## config.mk

```make
export PLATFORM = sky130hd
export DESIGN_NAME = tapa_cell
export DESIGN_NICKNAME = d
export VERILOG_FILES = /design/src/sv/tapa_pkg.sv /design/src/sv/tapa_cell.sv
export SDC_FILE = /design/constraint.sdc
export NUM_CORES = 1
export LEC_CHECK = 0
export BUFFER_PORTS_ARGS = -buffer_cell sky130_fd_sc_hd__clkbuf_2
export CAP_MARGIN = 5
export CORE_MARGIN = 4
export CORE_UTILIZATION = 61
export DETAILED_ROUTE_END_ITERATION = 16
export GPL_TIMING_DRIVEN = 0
export PLACE_DENSITY = 0.84
export SYNTH_ARGS = -nofsm -noshare
export SYNTH_HDL_FRONTEND = slang
export SYNTH_SLANG_ARGS = --single-unit
```

## constraint.sdc

```tcl
create_clock -name clk -period 4.66 [get_ports clk]
set_input_delay 0 -clock clk [delete_from_list [all_inputs] [get_ports clk]]
set_output_delay 0 -clock clk [all_outputs]
set_load 0.01 [all_outputs]
```

## src/sv/tapa_pkg.sv

```systemverilog
`timescale 1ns / 1ps
// shared types, widths and register codes for the tensor axis permute address block
package tapa_pkg;

  localparam int AXES       = 4;
  localparam int AXIS_W     = 2;
  localparam int COUNT_W    = 3;
  localparam int SIZE_W     = 13;
  localparam int COORD_W    = 12;
  localparam int ORDER_W    = 8;
  localparam int ESIZE_W    = 2;
  localparam int CFG_IDX_W  = 3;
  localparam int CFG_DATA_W = 13;
  localparam int VALUE_W    = 64;
  localparam int DEST_W     = 48;
  localparam int SEQ_CNT_W  = 4;

  localparam int MAX_DIMS_DEF   = 4;
  localparam int INDEX_BITS_DEF = 48;

  localparam logic [SIZE_W-1:0]  SIZE_MAX    = 13'd4096;
  localparam logic [ORDER_W-1:0] ORDER_RESET = 8'd228;

  // register indexes on the config port
  localparam logic [CFG_IDX_W-1:0] REG_DIM_COUNT  = 3'd0;
  localparam logic [CFG_IDX_W-1:0] REG_DIM_SIZE_0 = 3'd1;
  localparam logic [CFG_IDX_W-1:0] REG_DIM_SIZE_1 = 3'd2;
  localparam logic [CFG_IDX_W-1:0] REG_DIM_SIZE_2 = 3'd3;
  localparam logic [CFG_IDX_W-1:0] REG_DIM_SIZE_3 = 3'd4;
  localparam logic [CFG_IDX_W-1:0] REG_DIM_ORDER  = 3'd5;
  localparam logic [CFG_IDX_W-1:0] REG_REVERSE    = 3'd6;
  localparam logic [CFG_IDX_W-1:0] REG_ELEM_SIZE  = 3'd7;

  // element width codes
  localparam logic [ESIZE_W-1:0] ELEM_8  = 2'd0;
  localparam logic [ESIZE_W-1:0] ELEM_16 = 2'd1;
  localparam logic [ESIZE_W-1:0] ELEM_32 = 2'd2;
  localparam logic [ESIZE_W-1:0] ELEM_64 = 2'd3;

  typedef struct packed {
    logic [COUNT_W-1:0]           dim_count;
    logic [AXES-1:0][SIZE_W-1:0]  dim_size;
    logic [ORDER_W-1:0]           dim_order;
    logic                         reverse_mode;
    logic [ESIZE_W-1:0]           element_size_code;
  } cfg_t;

  typedef struct packed {
    logic step;
    logic mac_clear;
    logic mac_en;
  } cell_ctl_t;

endpackage

```

## src/sv/tapa_cell.sv

```systemverilog
`timescale 1ns / 1ps
// one odometer cell: a source coordinate and its share of the destination index
module tapa_cell #(
  parameter int INDEX_BITS = tapa_pkg::INDEX_BITS_DEF
) (
  input  logic                          clk,
  input  logic                          rst,
  input  tapa_pkg::cell_ctl_t           ctl,
  input  logic                          used,
  input  logic [tapa_pkg::SIZE_W-1:0]   src,
  input  logic [INDEX_BITS-1:0]         remap,
  input  logic                          carry_in,
  output logic                          carry_out,
  output logic [INDEX_BITS-1:0]         part
);

  logic [tapa_pkg::COORD_W-1:0] coord;
  logic [tapa_pkg::SIZE_W-1:0]  coord_inc;
  logic                         at_max;
  logic [INDEX_BITS-1:0]        mcand;
  logic [tapa_pkg::COORD_W-1:0] mplier;

  assign coord_inc = {1'b0, coord} + tapa_pkg::SIZE_W'(1);
  // unused axes never hold back the carry
  assign at_max    = !used || (coord_inc >= src);
  assign carry_out = carry_in && at_max;

  always_ff @(posedge clk) begin
    if (rst) begin
      coord <= '0;
      part  <= '0;
    end else if (ctl.step) begin
      if (!used) begin
        coord <= '0;
        part  <= '0;
      end else if (carry_in) begin
        if (at_max) begin
          coord <= '0;
          part  <= '0;
        end else begin
          coord <= coord_inc[tapa_pkg::COORD_W-1:0];
          part  <= part + remap;
        end
      end
    end else if (ctl.mac_clear) begin
      part <= '0;
    end else if (ctl.mac_en) begin
      if (mplier[0]) begin
        part <= part + mcand;
      end
    end
  end

  // shift-add rebuild of part = coord * remap
  always_ff @(posedge clk) begin
    if (ctl.mac_clear) begin
      mcand  <= remap;
      mplier <= used ? coord : '0;
    end else if (ctl.mac_en) begin
      mcand  <= mcand << 1;
      mplier <= mplier >> 1;
    end
  end

endmodule

```

; Word-level counts from Yosys, hierarchy flattened
; Cells that the tools add are included.
[op_classes]
reduce_logical = 8
n_bitwise = 0
add_sub_neg = 3
multipliers = 0
magnitude_cmp = 1
shift = 0
n_mux = 15
div_mod_pow = 0
eq_ne = 2
[ops]
columns = cell, count
row1 = 2-to-1 mux 48 bit, 9
row2 = adder 48 bit, 2
row3 = 2-to-1 mux 12 bit, 6
row4 = "adder 12 x 1 -> 13 bit, second input constant", 1
row5 = greater-or-equal comparator 13 bit, 1
row6 = nonzero test 3 bit, 2
row7 = "inequality test 3 x 2 -> 1 bit, second input constant", 1
row8 = AND reduction 3 bit, 1
row9 = "inequality test 2 x 1 -> 1 bit, second input constant", 1
row10 = AND reduction 2 bit, 1
row11 = nonzero test 2 bit, 1
row12 = logical AND 1 bit, 1
row13 = logical NOT 1 bit, 1
row14 = logical OR 1 bit, 1
[word_totals]
input_bits = 68
out_inout_bits = 49
latchBits = 0
word_cells = 33
ram_bits = 0
mem_count = 0
register_bits = 120
mem_bits_ro = 0

; Depth between registers and ports, before layout
; Gate-level depths: netlist of the first run.
[depth]
depth_word = 7
ltp_mapped = 17
mapped_depth_nobuf = 15

; Least setup slack after synthesis of the first run
; OpenSTA, ideal clock, no wires.
[synth_timing]
path_type = flip-flop to flip-flop
startpoint = register coord[2] (netlist name)
endpoint = register part[35]
n_path_buf = 3
setup_ps = 88
stages_incl_launch_ff = 17
t_required_ps = 4572
arrival_time_ps = 3451
slack_ps = 1121
period_less_slack_ps = 3539
cell_sequence = dfxtp_1 > clkbuf_1 > and4_1 > nor2b_1 > nand4_1 > xnor2_1 > ha_1 > a211o_1 > or4_4 > a211oi_2 > o21ai_1 > a211oi_2 > and2_1 > buf_4 > buf_6 > nand2_1 > a311oi_2
[synth_via]
elab_chain_cells = 7
[synth_lines]
columns = item, line_no
row1 = from (decl), tapa_cell.sv:17  ; logic [tapa_pkg::COORD_W-1:0] coord;
row2 = from (signal assigned), tapa_cell.sv:41  ; coord <= coord_inc[tapa_pkg::COORD_W-1:0];
row3 = adder 12 x 1 -> 13 bit, tapa_cell.sv:23  ; assign coord_inc = {1'b0, coord} + tapa_pkg::SIZE_W'(1);
row4 = greater-or-equal comparator 13 bit, tapa_cell.sv:25  ; assign at_max = !used || (coord_inc >= src);
row5 = logical OR 1 bit, tapa_cell.sv:25
row6 = 2-to-1 mux 48 bit, tapa_cell.sv:37  ; if (at_max) begin
row7 = 2-to-1 mux 48 bit, tapa_cell.sv:36  ; end else if (carry_in) begin
row8 = 2-to-1 mux 48 bit, tapa_cell.sv:33  ; if (!used) begin
row9 = 2-to-1 mux 48 bit, tapa_cell.sv:32  ; end else if (ctl.step) begin
row10 = to (signal assigned), tapa_cell.sv:42  ; part <= part + remap;
row11 = to (signal assigned), tapa_cell.sv:49  ; part <= part + mcand;
row12 = to (decl), tapa_cell.sv:14  ; output logic [INDEX_BITS-1:0] part
; No other way between the ends. The select of a mux whose other input is x is not followed.
; A chain may end at the register's enable or synchronous reset.

; Worst setup path in the final report of the first run
[layout_timing]
startpoint = register coord[2] (netlist name)
endpoint = output carry_out
[layout_via]
elab_chain_cells = 4
[layout_lines]
columns = item, line_no
row1 = adder 12 x 1 -> 13 bit, tapa_cell.sv:23
row2 = greater-or-equal comparator 13 bit, tapa_cell.sv:25
row3 = logical OR 1 bit, tapa_cell.sv:25
row4 = logical AND 1 bit, tapa_cell.sv:26  ; assign carry_out = carry_in && at_max;
row5 = to (decl), tapa_cell.sv:13  ; output logic carry_out,
; No other way between the ends.

==> flow_summary.yaml, run 1 <==
clock_tree:
  clkSinkCount: 120
  ctsResizeCount: 0
  cts_tree: "built"
  clk_root_buffer_cell: "clkbuf_16"
  clk_path_buf_depth: 2
  cts_inserted_buffers: 17
  clock_latency_ps: 440
  clk_pin_slew_worst_paths_ps: 60
  htreeDepth: 4
synthesis:
  synth_cells: 1322
  synth_top_family_by_area: "compound AO/OA/AOI/OAI gates"
  synth_seq_cells: 120
  ys_warn_count: 0
  yosys-top-cells-area: "edfxtp_1, ha_1, dfxtp_1"
  syn_nets: 1501
  synth_largest_area_cell: "edfxtp_1"
  synth.top_cell.area_share_pct: 16.3
  synth.area.mux_share_pct: 5.42
  synth_most_common_cell: "a21oi_1"
  avgSynthCellArea_sq_um: 8.34
  yosys.area_share.simple_pct: 16.9
  yosysUniqueCellTypes: 71
  netlist_top_cells_count: "a21oi_1, ha_1, nor2_1, nand2_1, o21ai_0"
  yosysSeqAreaShare_pct: 27.2
  async_reset_ff_share_pct: 0
  synth_xor_xnor_area_share_pct: 6.99
  synthFlopType: "edfxtp_1"
  synthAdderAreaFrac_pct: 12.7
  synth_edf_count: 60
  synth_compound_area_share_pct: 26.3
  syn-cell-area_sq_mm: 0.0110
drt:
  drtAntennaViolNets: 0
  drc_errors: 0
  drt-initial-drc-count: 1239
  routedWlPerCell_um: 19.6
  routed_wl_um: 34100
  vias: 11335
  via_per_inst: 6.51
  firstDrtPassIters: 5
place:
  detailed_place_hpwl_um: 25400
  postPlaceCellArea_sq_mm: 0.0119
  port_buffers: 114
  post-place-cells: 1661
  place_congestion: 0.978
  place_ws_ps: 504
critical_path:
  crit_fanout: 10
  reg2reg_slack_ps: 400
  start_kind: "register"
  required_ps: 4660
  cp-end-kind: "output pin"
  worstPathArrival_ps: 4350
  worstSetupPathType: "reg2out"
die:
  die_h_um: 142
  fp.coreArea_sq_mm: 0.0175
  fp.dieW_um: 142
  dieArea_sq_mm: 0.0203
  start_util_pct: 62.9
  row_count: 48
  ios: 117
finish:
  antenna_cells: 0
  drive_above_1_share_pct: 14.6
  fin_cells: 1742
  nNetsFinal: 1683
  syn_to_final_growth_pct: 18.0
  final_cell_area_sq_mm: 0.0130
sta:
  final-setup-viol-count: 0
  fmax_mhz: 230
  tightest_slew_ps: 937
  hold_viol: 0
  rsz0062_at_grt: "false"
  relSlewSlack_pct: 37.6
  finalMaxSlewViolations: 0
  layout_min_cycle_time_ps: 4350
  tns_ps: 0
  setup_slack_ps: 313
  fin_skew_ps: 9.39
  post-route-period-util_pct: 93.3
power_and_ir_drop:
  p_leak_nw: 5.86
  p_total_w: 0.00449
  sw_frac_of_total_pct: 36.8
  internal_power_w: 0.00284
  ir_drop_uv: 302
  pwr-share-seq_pct: 29.6
  p_per_area_mw_per_mm2: 345
  comb_power_share_pct: 38.3
  clkPwrFrac_pct: 32.1
  netSwitchingPower_w: 0.00165
global_routing:
  gr-total-overflow: 0
  antenna_found_initial: 0
  grt_pass1_vias: 10764
  grt_pass1_wl_um: 54500
  grt_max_degree: 61
  grtUsageTotal_pct: 33.4
job:
  drv_cap: 0
outcome:
  outcome: "finished, final reports clean"
worst_hold_path:
  hold_path_class: "in2reg"
## cell families after synthesis
family,Yosys count
AND/OR/NAND/NOR,391
XOR/XNOR,88
adder cells (fa/ha/maj),111
flip-flops,120
buffers and inverters,122
AO/OA/AOI/OAI,436
multiplexers,54
## cell usage in the layout, fill, tap and decap left out, types with 20 or more instances in the layout
| cell type | count |
|---|---|
| xnor2_1 | 55 |
| inv_1 | 49 |
| nor3_1 | 57 |
| dfxtp_1 | 60 |
| a21oi_1 | 125 |
| o21ai_0 | 69 |
| clkbuf_1 | 63 |
| edfxtp_1 | 60 |
| clkbuf_2 | 114 |
| nand4_1 | 23 |
| mux2_2 | 46 |
| ha_1 | 109 |
| xor2_1 | 33 |
| a221oi_1 | 38 |
| nand2_1 | 90 |
| nand3_1 | 41 |
| a21o_1 | 66 |
| nor2_1 | 105 |
| clkbuf_16 | 20 |
| dlygate4sd3_1 | 49 |
## per-layer routing
metal / vias to the layer above / global-route usage, % / wire length, um
met3: 106 / 6.52 / 3150
met2: 581 / 53.7 / 15500
met1: 5315 / 44.6 / 14300
li1: 5333 / - / -
met5: - / 0 / 0
met4: 0 / 12.5 / 1210
## through the flow
step                util, %  hold WS, ps
detailed placement     67.8          312
global placement       67.8          308
floorplan                 -          137
global route           74.2          117
finish                 74.2         83.5
CTS                    74.2         71.2
## power by group through the flow
stage	logic [W]	clock network [W]	registers, W
2_1_floorplan	0.00121	0	0.00133
3_3_place_gp	0.00160	0	0.00134
3_5_place_dp	0.00163	0	0.00135
4_1_cts	0.00168	0.00144	0.00133
5_1_grt	0.00189	0.00150	0.00134
6_report	0.00172	0.00144	0.00133
## cell type report
cell class                 instances  area [sq um]
buffer                            73           309
clock buffer                      23           532
clock inverter                     9           106
fill                            1372          4520
inverter                          49           184
multi-input combinational       1080          7540
sequential                       120          3000
tap                              225           282
timing repair buffer             163          1060
## worst paths after layout
kind	end	start	cells after the start
worst max register to register	part[9]$_SDFFE_PP0P_	coord[2]$_SDFFE_PP0P_	16
worst min register to register	coord[7]$_SDFFE_PP0P_	coord[7]$_SDFFE_PP0P_	2
worst min-delay path	part[47]$_SDFFE_PP0P_	rst	4
worst max-delay path	carry_out	coord[2]$_SDFFE_PP0P_	14
## registers in the layout (all words and copies together), names as in the netlist
register and count:
mcand 48, mplier 12, coord 12, part 48
## worst max-delay path: stages, from the launching register on
cell and delay, ps:
dfxtp_1 310, clkbuf_1 300, and4_1 310, nor2b_1 210
nand4_1 140, xnor2_1 230, ha_1 280, a211o_1 320
or4_4 430, a211oi_2 190, o21ai_1 110, a211oi_2 430
clkbuf_1 430, nor2b_1 90, clkbuf_2 140
## repair_timing
item	CTS	global route
setup buffers	0	0
hold buffers	49	0
hold endpoints to repair	49	0
Power figures use the tool's default switching activity.
==> run 2: changes to the inputs <==
Settings changed: CAP_MARGIN 5 to not set, CTS_BUF_LIST set to sky130_fd_sc_hd__clkbuf_16.
==> flow_summary.yaml, run 2 (synthesis results as in run 1) <==
outcome:
  outcome: "finished, final reports clean"
clock_tree:
  clkSinkCount: 120
  clk_pin_slew_worst_paths_ps: 60
  clock_latency_ps: 430
  htreeDepth: 4
  clk_root_buffer_cell: "clkbuf_16"
  ctsResizeCount: 0
  cts_tree: "built"
  cts_inserted_buffers: 17
  clk_path_buf_depth: 2
drt:
  wl_met3_um: 3240
  firstDrtPassIters: 5
  drc_errors: 0
  via_per_inst: 6.49
  routedWlPerCell_um: 19.5
  wl_met1_um: 14200
  top_layer: "met4"
  vias: 11311
  drt-initial-drc-count: 1214
  drtAntennaViolNets: 0
  dr_wl_met2_um: 15300
  routed_wl_um: 34000
critical_path:
  reg2reg_depth: 16
  reg2reg_slack_ps: 380
  path_cells: "clkbuf_1, and4_1, nor2b_1, nand4_1, xnor2_1, ha_1, a211o_1, or4_4, a211oi_2, o21ai_1, a211oi_2, clkbuf_1, nor2b_1, clkbuf_2"
  worstPathArrival_ps: 4350
  cp-end-kind: "output pin"
  worstSetupPathType: "reg2out"
  cpPeakStageDelay_ps: 440
  start_kind: "register"
  cp-startpoint: "coord[2]$_SDFFE_PP0P_"
  crit_end: "carry_out"
  required_ps: 4660
  slowest_stage: "a211oi_2"
  r2r-end: "part[9]$_SDFFE_PP0P_"
  reg2reg_from: "coord[2]$_SDFFE_PP0P_"
  crit_fanout: 10
die:
  row_count: 48
  start_util_pct: 62.9
  fp.dieW_um: 142
  die_h_um: 142
  fp.coreArea_sq_mm: 0.0175
  ios: 117
  dieArea_sq_mm: 0.0203
finish:
  antenna_cells: 0
  reg_top3: "mcand (48), part (48)"
  mostFrequentLayoutCell: "a21oi_1"
  final_cell_mix: "a21oi_1, clkbuf_2, ha_1"
  syn_to_final_growth_pct: 17.8
  drive_above_1_share_pct: 14.5
  nNetsFinal: 1683
place:
  detailed_place_hpwl_um: 25400
  port_buffers: 114
  place_congestion: 0.978
sta:
  hold_ws_ps: 89.2
  fin_skew_ps: 7.58
  fmax_mhz: 230
  tightest_slew_ps: 943
  final-setup-viol-count: 0
  relSlewSlack_pct: 37.1
  hold_viol: 0
  rsz0062_at_grt: "false"
  post-route-period-util_pct: 93.3
  tns_ps: 0
  layout_min_cycle_time_ps: 4350
  finalMaxSlewViolations: 0
global_routing:
  gr-total-overflow: 0
  grt_max_degree: 61
  antenna_found_initial: 0
  grt_pass1_vias: 10749
  grtUsageTotal_pct: 33.3
  grt_pass1_wl_um: 54400
job:
  drv_cap: 0
power_and_ir_drop:
  p_leak_nw: 5.85
  ir_drop_uv: 302
  p_per_area_mw_per_mm2: 343
worst_hold_path:
  hold_path_class: "in2reg"
## run 2: metal layers
metal	vias to the layer above	track usage, %
met4	0	12.6
li1	5339	-
met5	-	0
met3	106	6.75
met2	559	53.6
met1	5307	44.4
## run 2: timing repair
| item | in CTS | in global routing |
|---|---|---|
| hold endpoints to repair | 49 | 0 |
| buffers inserted | 0 | 0 |
| hold buffers | 49 | 0 |
## run 2: worst min path at each step
| stage | start | endpoint | depth (start not counted) |
|---|---|---|---|
| global route | rst | part[47]$_SDFFE_PP0P_ | 4 |
| global placement | remap[2] | mcand[2]$_DFFE_PP_ | 3 |
| finish | rst | part[47]$_SDFFE_PP0P_ | 4 |
| CTS | rst | part[47]$_SDFFE_PP0P_ | 4 |
| floorplan | carry_in | carry_out | 1 |
| detailed placement | remap[0] | mcand[0]$_SDFFCE_PN0P_ | 2 |
## run 2: stage by stage
| stage | cells | setup slack [ps] | cell area [sq um] | util (%) | total power [W] |
|---|---|---|---|---|---|
| after global placement | 1661 | 591 | 11900 | 67.8 | 0.00294 |
| after floorplan | 1322 | 1120 | 11000 | - | 0.00254 |
| final | 1742 | 311 | 13000 | 74.1 | 0.00445 |
| after CTS | 1742 | 343 | 13000 | 74.1 | 0.00440 |
| after detailed placement | 1661 | 504 | 11900 | 67.8 | 0.00297 |
| after global routing | 1742 | 16.8 | 13000 | 74.1 | 0.00468 |
## run 2: worst max-delay path, delay by kind of cell, from the launching register on
kind,cells,cell delay (ps)
AND/OR/NAND/NOR,5,1190
adder cells (fa/ha/maj),1,280
XOR/XNOR,1,230
AO/OA/AOI/OAI,4,1060
buffers and inverters,3,850
flip-flops,1,300
## run 2: where the power goes
group / leakage (nW) / internal, W / switching [W] / total [W]
Clock: 0.304 / 0.000876 / 0.000530 / 0.00141
Sequential: 1.12 / 0.00122 / 0.000105 / 0.00133
Combinational: 4.43 / 0.000701 / 0.00102 / 0.00172
Total: 5.85 / 0.00280 / 0.00165 / 0.00445
## run 2: cell type report
| class | instances | area, sq um |
|---|---|---|
| multi-input cells | 1080 | 7540 |
| fillers | 1374 | 4540 |
| flip-flops and latches | 120 | 3000 |
| repair buffers | 163 | 1060 |
| clock buffers | 20 | 500 |
| plain buffers | 73 | 309 |
| well taps | 225 | 282 |
| inverters | 49 | 184 |
| clock inverters | 12 | 118 |
